**src/hw/rtl/logistic_coordinate_update_top_macros.svh**
```systemverilog
// assertion macros shared by the logistic coordinate update rtl
`ifndef LOGISTIC_COORDINATE_UPDATE_TOP_MACROS_SVH
`define LOGISTIC_COORDINATE_UPDATE_TOP_MACROS_SVH

`ifndef SYNTHESIS
`define LCU_ASSERT(lbl, cond) \
    lbl: assert property (@(posedge i_clk) disable iff (!i_rst_n) (cond)) \
        else $error("assertion failed");
`define LCU_ASSERT_IMP(lbl, ante, cons) \
    lbl: assert property (@(posedge i_clk) disable iff (!i_rst_n) (ante) |-> (cons)) \
        else $error("assertion failed");
`define LCU_ASSERT_NXT(lbl, ante, cons) \
    lbl: assert property (@(posedge i_clk) disable iff (!i_rst_n) (ante) |=> (cons)) \
        else $error("assertion failed");
`else
`define LCU_ASSERT(lbl, cond)
`define LCU_ASSERT_IMP(lbl, ante, cons)
`define LCU_ASSERT_NXT(lbl, ante, cons)
`endif

`endif

```
**src/hw/rtl/lcu_pkg.sv**
```systemverilog
package lcu_pkg;

    localparam int QDEPTH = 2;
    localparam int QPTR_W = $clog2(QDEPTH);
    localparam int QCNT_W = $clog2(QDEPTH + 1);

    typedef struct packed {
        logic [7:0]         idx;
        logic signed [23:0] x;
        logic               pos;
        logic               last;
        logic               clr;
    } t_item;

    typedef struct packed {
        logic [31:0] step_size;
        logic [23:0] reg_strength;
    } t_cfg;

endpackage

```
**src/hw/rtl/lcu_fifo.sv**
```systemverilog
`include "logistic_coordinate_update_top_macros.svh"

module lcu_fifo
    import lcu_pkg::*;
(
    input  logic  i_clk,
    input  logic  i_rst_n,
    input  logic  i_push,
    input  t_item i_item,
    output logic  o_ready,
    input  logic  i_pop,
    output logic  o_valid,
    output t_item o_item
);

    t_item             r_mem [QDEPTH];
    logic [QPTR_W-1:0] r_wp;
    logic [QPTR_W-1:0] r_rp;
    logic [QCNT_W-1:0] r_count;
    logic              do_push;
    logic              do_pop;

    assign o_ready = r_count != QCNT_W'(QDEPTH);
    assign o_valid = r_count != '0;
    assign o_item  = r_mem[r_rp];
    assign do_push = i_push && o_ready;
    assign do_pop  = i_pop && o_valid;

    always_ff @(posedge i_clk) begin
        if (do_push) begin
            r_mem[r_wp] <= i_item;
        end
    end

    always_ff @(posedge i_clk) begin
        if (!i_rst_n) begin
            r_wp    <= '0;
            r_rp    <= '0;
            r_count <= '0;
        end else begin
            if (do_push) begin
                r_wp <= (r_wp == QPTR_W'(QDEPTH - 1)) ? '0 : r_wp + 1'b1;
            end
            if (do_pop) begin
                r_rp <= (r_rp == QPTR_W'(QDEPTH - 1)) ? '0 : r_rp + 1'b1;
            end
            unique case ({do_push, do_pop})
                2'b10: begin
                    r_count <= r_count + 1'b1;
                end
                2'b01: begin
                    r_count <= r_count - 1'b1;
                end
                default: begin
                    r_count <= r_count;
                end
            endcase
        end
    end

    `LCU_ASSERT(a_fifo_bound, r_count <= QCNT_W'(QDEPTH))

endmodule

```
**config.mk**
```make
export PLATFORM = sky130hd
export DESIGN_NAME = lcu_fifo
export DESIGN_NICKNAME = d
export VERILOG_FILES = /design/src/hw/rtl/lcu_pkg.sv /design/src/hw/rtl/lcu_fifo.sv
export VERILOG_INCLUDE_DIRS = /design/src /design/src/hw/rtl
export SDC_FILE = /design/constraint.sdc
export NUM_CORES = 1
export LEC_CHECK = 0
export BUFFER_PORTS_ARGS = -buffer_cell sky130_fd_sc_hd__buf_2
export CAP_MARGIN = 25
export CELL_PAD_IN_SITES_DETAIL_PLACEMENT = 1
export CELL_PAD_IN_SITES_GLOBAL_PLACEMENT = 2
export CORE_ASPECT_RATIO = 1.1
export CORE_UTILIZATION = 35
export CTS_BUF_LIST = sky130_fd_sc_hd__clkbuf_4 sky130_fd_sc_hd__clkbuf_8
export DETAILED_ROUTE_END_ITERATION = 10
export HOLD_SLACK_MARGIN = 0.1
export PLACE_DENSITY = 0.84
export SLEW_MARGIN = 20
export SYNTH_ARGS = -nofsm -noshare
export SYNTH_HDL_FRONTEND = slang
export SYNTH_SLANG_ARGS = --single-unit
export TNS_END_PERCENT = 20
```
**constraint.sdc**
```tcl
create_clock -name i_clk -period 1.8 [get_ports i_clk]
set_input_delay 0.09 -clock i_clk [delete_from_list [all_inputs] [get_ports i_clk]]
set_output_delay 0.09 -clock i_clk [all_outputs]
set_load 0.01 [all_outputs]
```
# == Word level (Yosys, flattened, before mapping) ==
# Memory sizes are Yosys's and may differ from the RTL's. A register that Yosys moved wholly into a read port is not among the register bits.
# Index checks and enable logic that the tools add are counted.
# word_totals
reg_bits,4
mem_bits_rw,70
elab_cells,22
mem_count,1
inputBits,39
output_inout_bits,37
# memory_table
memory,words,width,read_ports,rd_clocked_by_memory_dff,write_ports,line_no,source
r_mem,2,35,1,1,1,lcu_fifo.sv:16,t_item r_mem [QDEPTH];
# op_classes
mux,7
addsub,4
eq_ne,3
reduce_logical,4
# ops
cell,n
$mux 1,6
$pmux 2 s2,1
$reduce_bool 2->1,2
$add 1x1->1 const B,2
$add 2x1->2 const B,1
$eq 2x1->1 const B,1
$eq 2x2->1 const B,1
$logic_and 1x1->1,2
$ne 2x2->1 const B,1
$sub 2x1->2 const B,1

# == Longest topological paths before layout ==
# Gate-level depths: netlist (run 1).
# logic_depth
word_depth,4
depth_mapped,6
depth_no_buf,6

# == Least setup slack after synthesis (run 1) ==
# Ideal clock, no wire load.
# synth_timing
path_kind,register to register
startpoint,reg r_count[0]
endpoint,mem r_mem[1][0] (netlist name) (enable)
period_less_slack_ps,1951
slack_ps,-151
path_buffers,0
setup_ps,396
arrival_ps,1556
stages_incl_launch_ff,3
required_time_ps,1404
cell_sequence,dfxtp_1 -> nand2b_1 -> and3_1
# synth_via
elab_chain_cells,4
# synth_lines
element,line_no,source
"start, declared",lcu_fifo.sv:19,logic [QCNT_W-1:0] r_count;
"start signal, assigned",lcu_fifo.sv:49,r_count <= r_count + 1'b1;
"start signal, assigned",lcu_fifo.sv:52,r_count <= r_count - 1'b1;
"start signal, assigned",lcu_fifo.sv:55,r_count <= r_count;
$ne 2x2->1,lcu_fifo.sv:23,assign o_ready = r_count != QCNT_W'(QDEPTH);
via o_ready,lcu_fifo.sv:10,"output logic o_ready,"
$logic_and 1x1->1,lcu_fifo.sv:26,assign do_push = i_push && o_ready;
$mux 1,lcu_fifo.sv:30,if (do_push) begin
$mux 1 (not written as such),lcu_fifo.sv:31,r_mem[r_wp] <= i_item;
"end, declared",lcu_fifo.sv:16,
# The timed path passes the listed nets, and every way through them passes these cells.

# == Worst setup path in the final report (run 1) ==
# layout_timing
startpoint,reg r_count[0]
endpoint,reg r_count[1]
# layout_via
elab_chain_cells,4
word_cells_on_any_way,10
cone_classes,add/sub: 2; eq/ne: 3; mux: 1; reduce/logical: 4
# layout_lines
element,line_no,source
$ne 2x2->1 or $reduce_bool 2->1 (tied branches),"lcu_fifo.sv:23, lcu_fifo.sv:24",
"$logic_and 1x1->1, on equally long branches","lcu_fifo.sv:26, lcu_fifo.sv:27",
$eq 2x1->1 or $eq 2x2->1 (tied branches),lcu_fifo.sv:47,"unique case ({do_push, do_pop})"
$pmux 2 s2 or $reduce_bool 2->1 (tied branches),-,
# Parallel ways exist; a longest one is shown, timed or not.
# A chain may end at the register's enable or synchronous reset.

==> results.toml, run 1 <==
[critical_path]
r2r_cells = 5
critPathKind = "reg -> reg"
startpoint_type = "register"
slowest_stage = "dfxtp_1"
endpoint_kind = "register"
timing.rr.end = "r_count[1]$_SDFFE_PN0P_"
path_cells = "nand2b_1, nand2_1, ha_1, or3_1, a21boi_1"
crit_path_max_incr_delay_ps = 420
r2r-start = "r_count[0]$_SDFFE_PN0P_"
required_ps = 2070
cp_max_fo = 5
critical_path_arrival_ps = 1870
r2r_slack_ps = 200

[grt]
grt_pass1_vias = 1759
gr-usage-met3 = 0.0315
met1_usage = 0.151
busiest_layer = "met2"
antenna_found_initial = 0
grt.total_usage = 0.151
met2_usage = 0.284
grt_pass1_wl_mm = 8.65
overflow = 0
grt_max_degree = 25

[cts]
path_clk_slew_ps = 70
htree_levels = 3
postCtsSetupRepairBufs = 0
max-clock-path-buffers = 2
cts.sinks = 75
cts_tree = "yes"
clock-root-buffer = "clkbuf_8"
cts_buffers = 9
clk_latency_ps = 340

[run_status]
status = "completed"

[pwr]
swShare = 0.278
seqPwrFrac = 0.461
power_frac_comb = 0.286
p_sw_w = 0.00138
finalPower_w = 0.00495
pwr-share-clk = 0.252
irDropWorstVdd_mv = 0.546
p_per_area_mw_per_mm2 = 1280
leakage_nw = 1.46
p_int_w = 0.00358

[placed_design]
dp_hpwl_mm = 3.54
gp_congestion = 0.641
port-buffer-count = 75
pre_cts_ws_ps = 205

[logic_synthesis]
synth_compound_area_frac = 0.0136
synthesis.nets = 173
netlist_area_mm2 = 0.00275
ys_seq_elements = 75
yosysSeqAreaShare = 0.800
post_synth_fa_ha_maj_area_fraction = 0.00455
yosys.cell_types.count = 20
synth-xor-area-share = 0.00955
synth_warnings = 0
synthMuxAreaShare = 0.143
syn_avg_cell_area_um2 = 20.7
synth_top_family_by_area = "multiplexers"
synthCells = 133
yosys.area_share.simple = 0.0200

[detailed_routing]
drc = 0
ant_nets = 0
wl_per_cell_um = 15.7
drt-initial-drc-count = 51
drt-vias-per-instance = 4.41
via_count = 1624
routed_wl_mm = 5.78
drt_pass1_iterations = 3

[floorplanning]
core_mm2 = 0.00751
fp.dieH_um = 95.0
pin_count = 76
dieArea_mm2 = 0.00822
die_width_um = 86.5
rows = 33
initial_core_util = 0.366

[timing]
relSlewSlack = 0.808
fin_ws_ps = 201
tns_ps = 0
rsz0062_at_grt = "false"
fin_crit_sh = 0.888
finClkSkew_ps = 4.16
setup_viol = 0
drv_slew = 0
hold_ws_ps = 228
worst_pin_slew_ps = 288
max_freq_mhz = 625
hold_viol = 0
fin_crit_ps = 1600

[layout]
area_growth_pct = 40.3
final_util = 0.514
layout-drive-gt1-share = 0.510
n_antenna_cell = 0
final_nets = 298

[hold_path]
whs_endpoint = "r_rp$_SDFFE_PN0P_"
hold_path.class = "in -> reg"
hp-start = "i_pop"
hold_depth = 4

[run]
cap_violations = 0
[power by group through the flow]
| stage | logic, W | clock network (W) | registers (W) |
|---|---|---|---|
| after CTS | 0.00144 | 0.00129 | 0.00228 |
| after floorplan | 0.000860 | 0 | 0.00230 |
| after global placement | 0.00135 | 0 | 0.00230 |
| final | 0.00142 | 0.00125 | 0.00229 |
| after detailed placement | 0.00137 | 0 | 0.00232 |
| after global routing | 0.00154 | 0.00137 | 0.00231 |
[per-stage QoR]
step	area, um^2	std cells
after global routing	3860	368
final	3860	368
after floorplan	2750	133
after detailed placement	3300	315
after CTS	3860	368
after global placement	3300	315
[metal layers]
layer | up-vias | wire, um
met5 | - | 0
met4 | 0 | 133
met3 | 10 | 284
met2 | 57 | 3150
met1 | 793 | 2210
li1 | 764 | -
[worst max-delay path by stage]
stage                            startpoint                      end  cells past startpoint
detailed placement  r_count[0]$_SDFFE_PN0P_  r_count[1]$_SDFFE_PN0P_                      5
floorplan           r_count[0]$_SDFFE_PN0P_    r_mem[0][0]$_DFFE_PP_                      3
global placement    r_count[0]$_SDFFE_PN0P_  r_count[1]$_SDFFE_PN0P_                      5
global route        r_count[0]$_SDFFE_PN0P_  r_count[1]$_SDFFE_PN0P_                      5
CTS                                register               o_item[18]                      3
finish              r_count[0]$_SDFFE_PN0P_  r_count[1]$_SDFFE_PN0P_                      5
[cell usage in the layout, fill, tap and decap left out, drive strengths merged]
cell,synthesis,routed
o21ai,1,1
mux2,35,35
xnor2,3,3
a21bo,1,1
nand3b,1,1
edfxtp,70,70
clkinvlp,0,2
or2,1,1
clkinv,0,2
and3,1,1
nand2b,1,1
dfxtp,5,5
clkbuf,0,11
or3,1,1
a21boi,2,2
inv,1,1
bufinv,0,1
ha,1,1
o21a,1,1
nand2,1,1
buf,4,81
nor2b,2,2
dlygate4sd3,0,37
and2,1,1
[repair_timing]
item / CTS / global route
gates resized for setup: 0 / 0
hold buffers: 37 / 0
endpoints found under the hold margin: 75 / 0
[area by class of cell]
type / instances / area (um^2)
fill: 756 / 3650
sequential: 75 / 2200
timing repair buffer: 118 / 803
multi-input combinational: 53 / 527
clock buffer: 11 / 139
tap: 105 / 131
clock inverter: 5 / 53.8
inverter: 1 / 3.75
[Yosys cell counts]
master | count | area (um^2)
edfxtp_1 | 70 | 2100
mux2_2 | 35 | 394
dfxtp_1 | 5 | 100
buf_2 | 4 | 20.0
xnor2_1 | 3 | 26.3
nor2b_1 | 2 | 12.5
a21bo_2 | 1 | 10.0
a21boi_0 | 1 | 7.51
a21boi_1 | 1 | 7.51
and2_1 | 1 | 6.26
and3_1 | 1 | 6.26
ha_1 | 1 | 12.5
inv_1 | 1 | 3.75
nand2_1 | 1 | 3.75
nand2b_1 | 1 | 6.26
nand3b_1 | 1 | 7.51
o21a_1 | 1 | 7.51
o21ai_0 | 1 | 5.00
or2_2 | 1 | 6.26
or3_1 | 1 | 6.26
[cells by family after synthesis]
logic type / after synthesis
AOI/OAI and AO/OA: 5
DFF: 75
adders and majority gates: 1
buffers and inverters: 5
and+or+nand+nor: 9
xor gates and xnor gates: 3
muxes: 35
[worst max-delay path, delay by kind of cell, from the launching register on]
family | cells | cell delay (ps)
AOI/OAI and AO/OA | 1 | 140
DFF | 1 | 420
and+or+nand+nor | 3 | 650
adders and majority gates | 1 | 330
[registers in the layout (all words and copies together), names as in the netlist, named ones only]
| register | flops |
|---|---|
| r_count | 2 |
| r_mem | 70 |
| r_rp | 1 |
| r_wp | 1 |
No activity file was read; power rests on OpenSTA's default activity.
==> run 2: changes to the inputs <==
- GPL_TIMING_DRIVEN: unset -> 0
==> results.toml, run 2 (synthesized netlist as in run 1, its figures left out) <==
[run]
cap_violations = 0

[critical_path]
crit_path_max_incr_delay_ps = 370
startpoint_type = "register"
endpoint_kind = "output port"
critPathKind = "reg -> out"
crit_family = "buffers and inverters"
critical_path_arrival_ps = 1630
crit_path_frequent_cell = "buf_2"
slowest_stage = "mux2_2"
cp_max_fo = 10
r2r_slack_ps = 190
required_ps = 1710
crit_buf_inv = 3
path_cells = "buf_2, buf_2, mux2_2, buf_2"

[detailed_routing]
ant_nets = 0
via_count = 1619
drt_pass1_iterations = 4
drt-initial-drc-count = 20
routed_wl_mm = 5.64
wl_per_cell_um = 15.4
drc = 0
drt-vias-per-instance = 4.41

[layout]
area_growth_pct = 39.8
mostFrequentLayoutCell = "buf_2"
final_util = 0.512
n_antenna_cell = 0
regMostFlops = "r_mem"
final_cell_mix = "79 x buf_2, 70 x edfxtp_1, 37 x dlygate4sd3_1"
final_nets = 297
top_regs = "r_mem x70, r_count x2"
largest_reg_flops = 70
layout-drive-gt1-share = 0.511

[timing]
relSlewSlack = 0.665
max_freq_mhz = 582
drv_slew = 0
rsz0062_at_grt = "true"
hold_viol = 0
fin_crit_ps = 1720
hold_ws_ps = 213
setup_viol = 0
fin_crit_sh = 0.955
finClkSkew_ps = 5.49
worst_pin_slew_ps = 502

[cts]
clk_latency_ps = 330
cts_buffers = 9
cts_tree = "yes"
max-clock-path-buffers = 2
htree_levels = 3
clock-root-buffer = "clkbuf_8"
postCtsSetupRepairBufs = 0
path_clk_slew_ps = 70
cts.sinks = 75

[grt]
grt.total_usage = 0.149
grt_max_degree = 36
grt_pass1_wl_mm = 8.65
overflow = 0
grt_pass1_vias = 1783
antenna_found_initial = 0

[placed_design]
port-buffer-count = 75
gp_congestion = 0.651
dp_hpwl_mm = 3.37

[floorplanning]
die_width_um = 86.5
core_mm2 = 0.00751
fp.dieH_um = 95.0
initial_core_util = 0.366
rows = 33
pin_count = 76
dieArea_mm2 = 0.00822

[pwr]
leakage_nw = 1.45
irDropWorstVdd_mv = 0.572
p_per_area_mw_per_mm2 = 1280

[hold_path]
hold_path.class = "in -> reg"

[run_status]
status = "completed"
[run 2: area by class of cell]
| cell class | count | area, um^2 |
|---|---|---|
| fill | 755 | 3670 |
| sequential | 75 | 2200 |
| timing repair buffer | 113 | 766 |
| multi-input combinational | 53 | 531 |
| clock buffer | 11 | 139 |
| tap | 105 | 131 |
| clock inverter | 5 | 53.8 |
| buffer | 4 | 20.0 |
| inverter | 1 | 3.75 |
[run 2: through the flow]
stage	setup TNS, ps	std cells	total power [W]	worst slack (ps)	area, um^2
global route	-697	367	0.00520	-36.1	3850
CTS	0	367	0.00501	3.73	3850
global placement	-15520	313	0.00363	-436	3260
floorplan	-619	133	0.00316	-17.7	2750
finish	0	367	0.00494	81.0	3850
detailed placement	-391	314	0.00369	-12.9	3280
[run 2: path summary, 6_finish.rpt]
kind,startpoint,endpoint,cells after the start
max,register,o_item[8],4
min,i_pop,r_rp$_SDFFE_PN0P_,4
max reg2reg,r_count[0]$_SDFFE_PN0P_,r_count[1]$_SDFFE_PN0P_,5
min reg2reg,r_count[1]$_SDFFE_PN0P_,r_count[1]$_SDFFE_PN0P_,2
[run 2: worst min-delay path: stages]
cell and delay, ps:
buf_2 80, o21a_1 150, xnor2_1 90, nor2b_1 100
[run 2: where the power goes]
part	total, W	switching [W]	internal [W]
logic	0.00141	0.000709	0.000705
clock network	0.00124	0.000575	0.000665
registers	0.00228	0.0000800	0.00220
total	0.00494	0.00136	0.00357
[run 2: what timing repair did]
item / 4_1_cts / 5_1_grt
hold endpoints to repair: 75 / 0
setup endpoints to repair: 35 / 30
cloned: 0 / 0
gates resized for setup: 1 / 0
hold buffers: 37 / 0
[run 2: per-layer routing]
layer / up-vias / wire [um] / track usage
met5: - / 0 / 0
met4: 0 / 102 / 0.0833
met3: 7 / 276 / 0.0385
met2: 53 / 3220 / 0.290
met1: 794 / 2040 / 0.138
li1: 765 / - / -
==> run 3: changes to the inputs <==
- CORE_ASPECT_RATIO: 1.1 -> 1.5
==> results.toml, run 3 (synthesized netlist as in run 1, its figures left out) <==
[run_status]
status = "completed"

[layout]
layout-drive-gt1-share = 0.502
mostFrequentLayoutCell = "buf_2"
largest_reg_flops = 70
design_area_mm2 = 0.00382
instances_no_fill = 363
final_nets = 297
area_growth_pct = 38.7
final_cell_mix = "76 x buf_2, 70 x edfxtp_1, 37 x dlygate4sd3_1"
final_util = 0.501
regMostFlops = "r_mem"
top_regs = "r_mem x70, r_count x2"
n_antenna_cell = 0

[placed_design]
port-buffer-count = 75
dp_cells = 311
gp_congestion = 0.678
placed_cell_area_mm2 = 0.00328
dp_hpwl_mm = 3.50

[hold_path]
whs_endpoint = "r_rp$_SDFFE_PN0P_"
hold_path.class = "in -> reg"
hold_depth = 4
hp-start = "i_pop"

[grt]
overflow = 0
grt_pass1_wl_mm = 9.11
grt_max_degree = 36
grt.total_usage = 0.159
antenna_found_initial = 0
grt_pass1_vias = 1911

[detailed_routing]
routed_wl_mm = 5.86
drt-initial-drc-count = 59
drc = 0
drt-vias-per-instance = 4.53
via_count = 1644
ant_nets = 0
drt_pass1_iterations = 4
wl_per_cell_um = 16.1

[timing]
relSlewSlack = 0.658
hold_viol = 0
fin_crit_ps = 1710
tns_ps = 0
finClkSkew_ps = 4.27
worst_pin_slew_ps = 514
max_freq_mhz = 586
fin_crit_sh = 0.949
rsz0062_at_grt = "false"
hold_ws_ps = 267
drv_slew = 0
setup_viol = 0

[floorplanning]
core_mm2 = 0.00761
initial_core_util = 0.361
die_width_um = 74.4
fp.dieH_um = 111
rows = 39
pin_count = 76
dieArea_mm2 = 0.00823

[critical_path]
critical_path_arrival_ps = 1760
critPathKind = "reg -> reg"
r2r-start = "r_count[0]$_SDFFE_PN0P_"
r2r_slack_ps = 90
r2r_cells = 4
startpoint_type = "register"
timing.rr.end = "r_mem[0][10]$_DFFE_PP_"
endpoint_kind = "register"
cp_max_fo = 19
required_ps = 1850

[cts]
htree_levels = 3
clock-root-buffer = "clkbuf_8"
path_clk_slew_ps = 70
clk_latency_ps = 340
cts.sinks = 75
cts_tree = "yes"
max-clock-path-buffers = 2
cts_buffers = 9
postCtsSetupRepairBufs = 0

[pwr]
irDropWorstVdd_mv = 0.701
leakage_nw = 1.44
p_per_area_mw_per_mm2 = 1250

[run]
cap_violations = 0
## run 3: critical path, cell delays in order (launching register included)
cell	delay, ps
dfxtp_1	430
nand2b_1	240
nand3b_1	150
inv_2	360
buf_16	220
## run 3: metrics by stage
stage / setup slack [ps] / total power, W
after floorplan: -17.7 / 0.00316
after global placement: -409 / 0.00363
after detailed placement: -63.0 / 0.00371
after CTS: 12.7 / 0.00485
after global routing: 15.3 / 0.00503
final: 92.5 / 0.00478
## run 3: worst max-delay path by stage
stage / start / slack (ps) / end
after detailed placement: r_count[0]$_SDFFE_PN0P_ / -60 / r_mem[1][30]$_DFFE_PP_
after global routing: register / 20 / o_item[5]
after floorplan: r_count[0]$_SDFFE_PN0P_ / -20 / r_mem[0][0]$_DFFE_PP_
after global placement: r_count[0]$_SDFFE_PN0P_ / -410 / r_mem[0][32]$_DFFE_PP_
after CTS: register / 10 / o_item[32]
final: r_count[0]$_SDFFE_PN0P_ / 90 / r_mem[0][10]$_DFFE_PP_
## run 3: layer usage
metal / global-route usage / share of wire / vias up
met3: 0.0575 / 0.048 / 12
met5: 0 / 0 / -
met1: 0.138 / 0.33 / 811
met2: 0.297 / 0.60 / 55
met4: 0.0792 / 0.023 / 0
li1: - / - / 766
## run 3: area by class of cell
class | count | area, um^2
clock buffer | 10 | 131
multi-input combinational | 53 | 531
buffer | 4 | 27.5
clock inverter | 5 | 21.3
fill | 783 | 3790
sequential | 75 | 2200
inverter | 1 | 3.75
tap | 102 | 128
timing repair buffer | 113 | 773
## run 3: timing repair
| action | CTS | global route |
|---|---|---|
| hold endpoints to repair | 75 | 0 |
| cloned | 0 | 0 |
| resized for setup | 3 | 2 |
| pin swaps | 0 | 0 |
| endpoints found under the setup margin | 47 | 10 |
| hold buffers | 37 | 0 |
## run 3: power by group
group / internal, W / switching [W] / leakage [nW]
combinational: 0.000729 / 0.000719 / 0.663
sequential: 0.00221 / 0.0000841 / 0.696
clock: 0.000488 / 0.000549 / 0.0818
total: 0.00342 / 0.00135 / 1.44
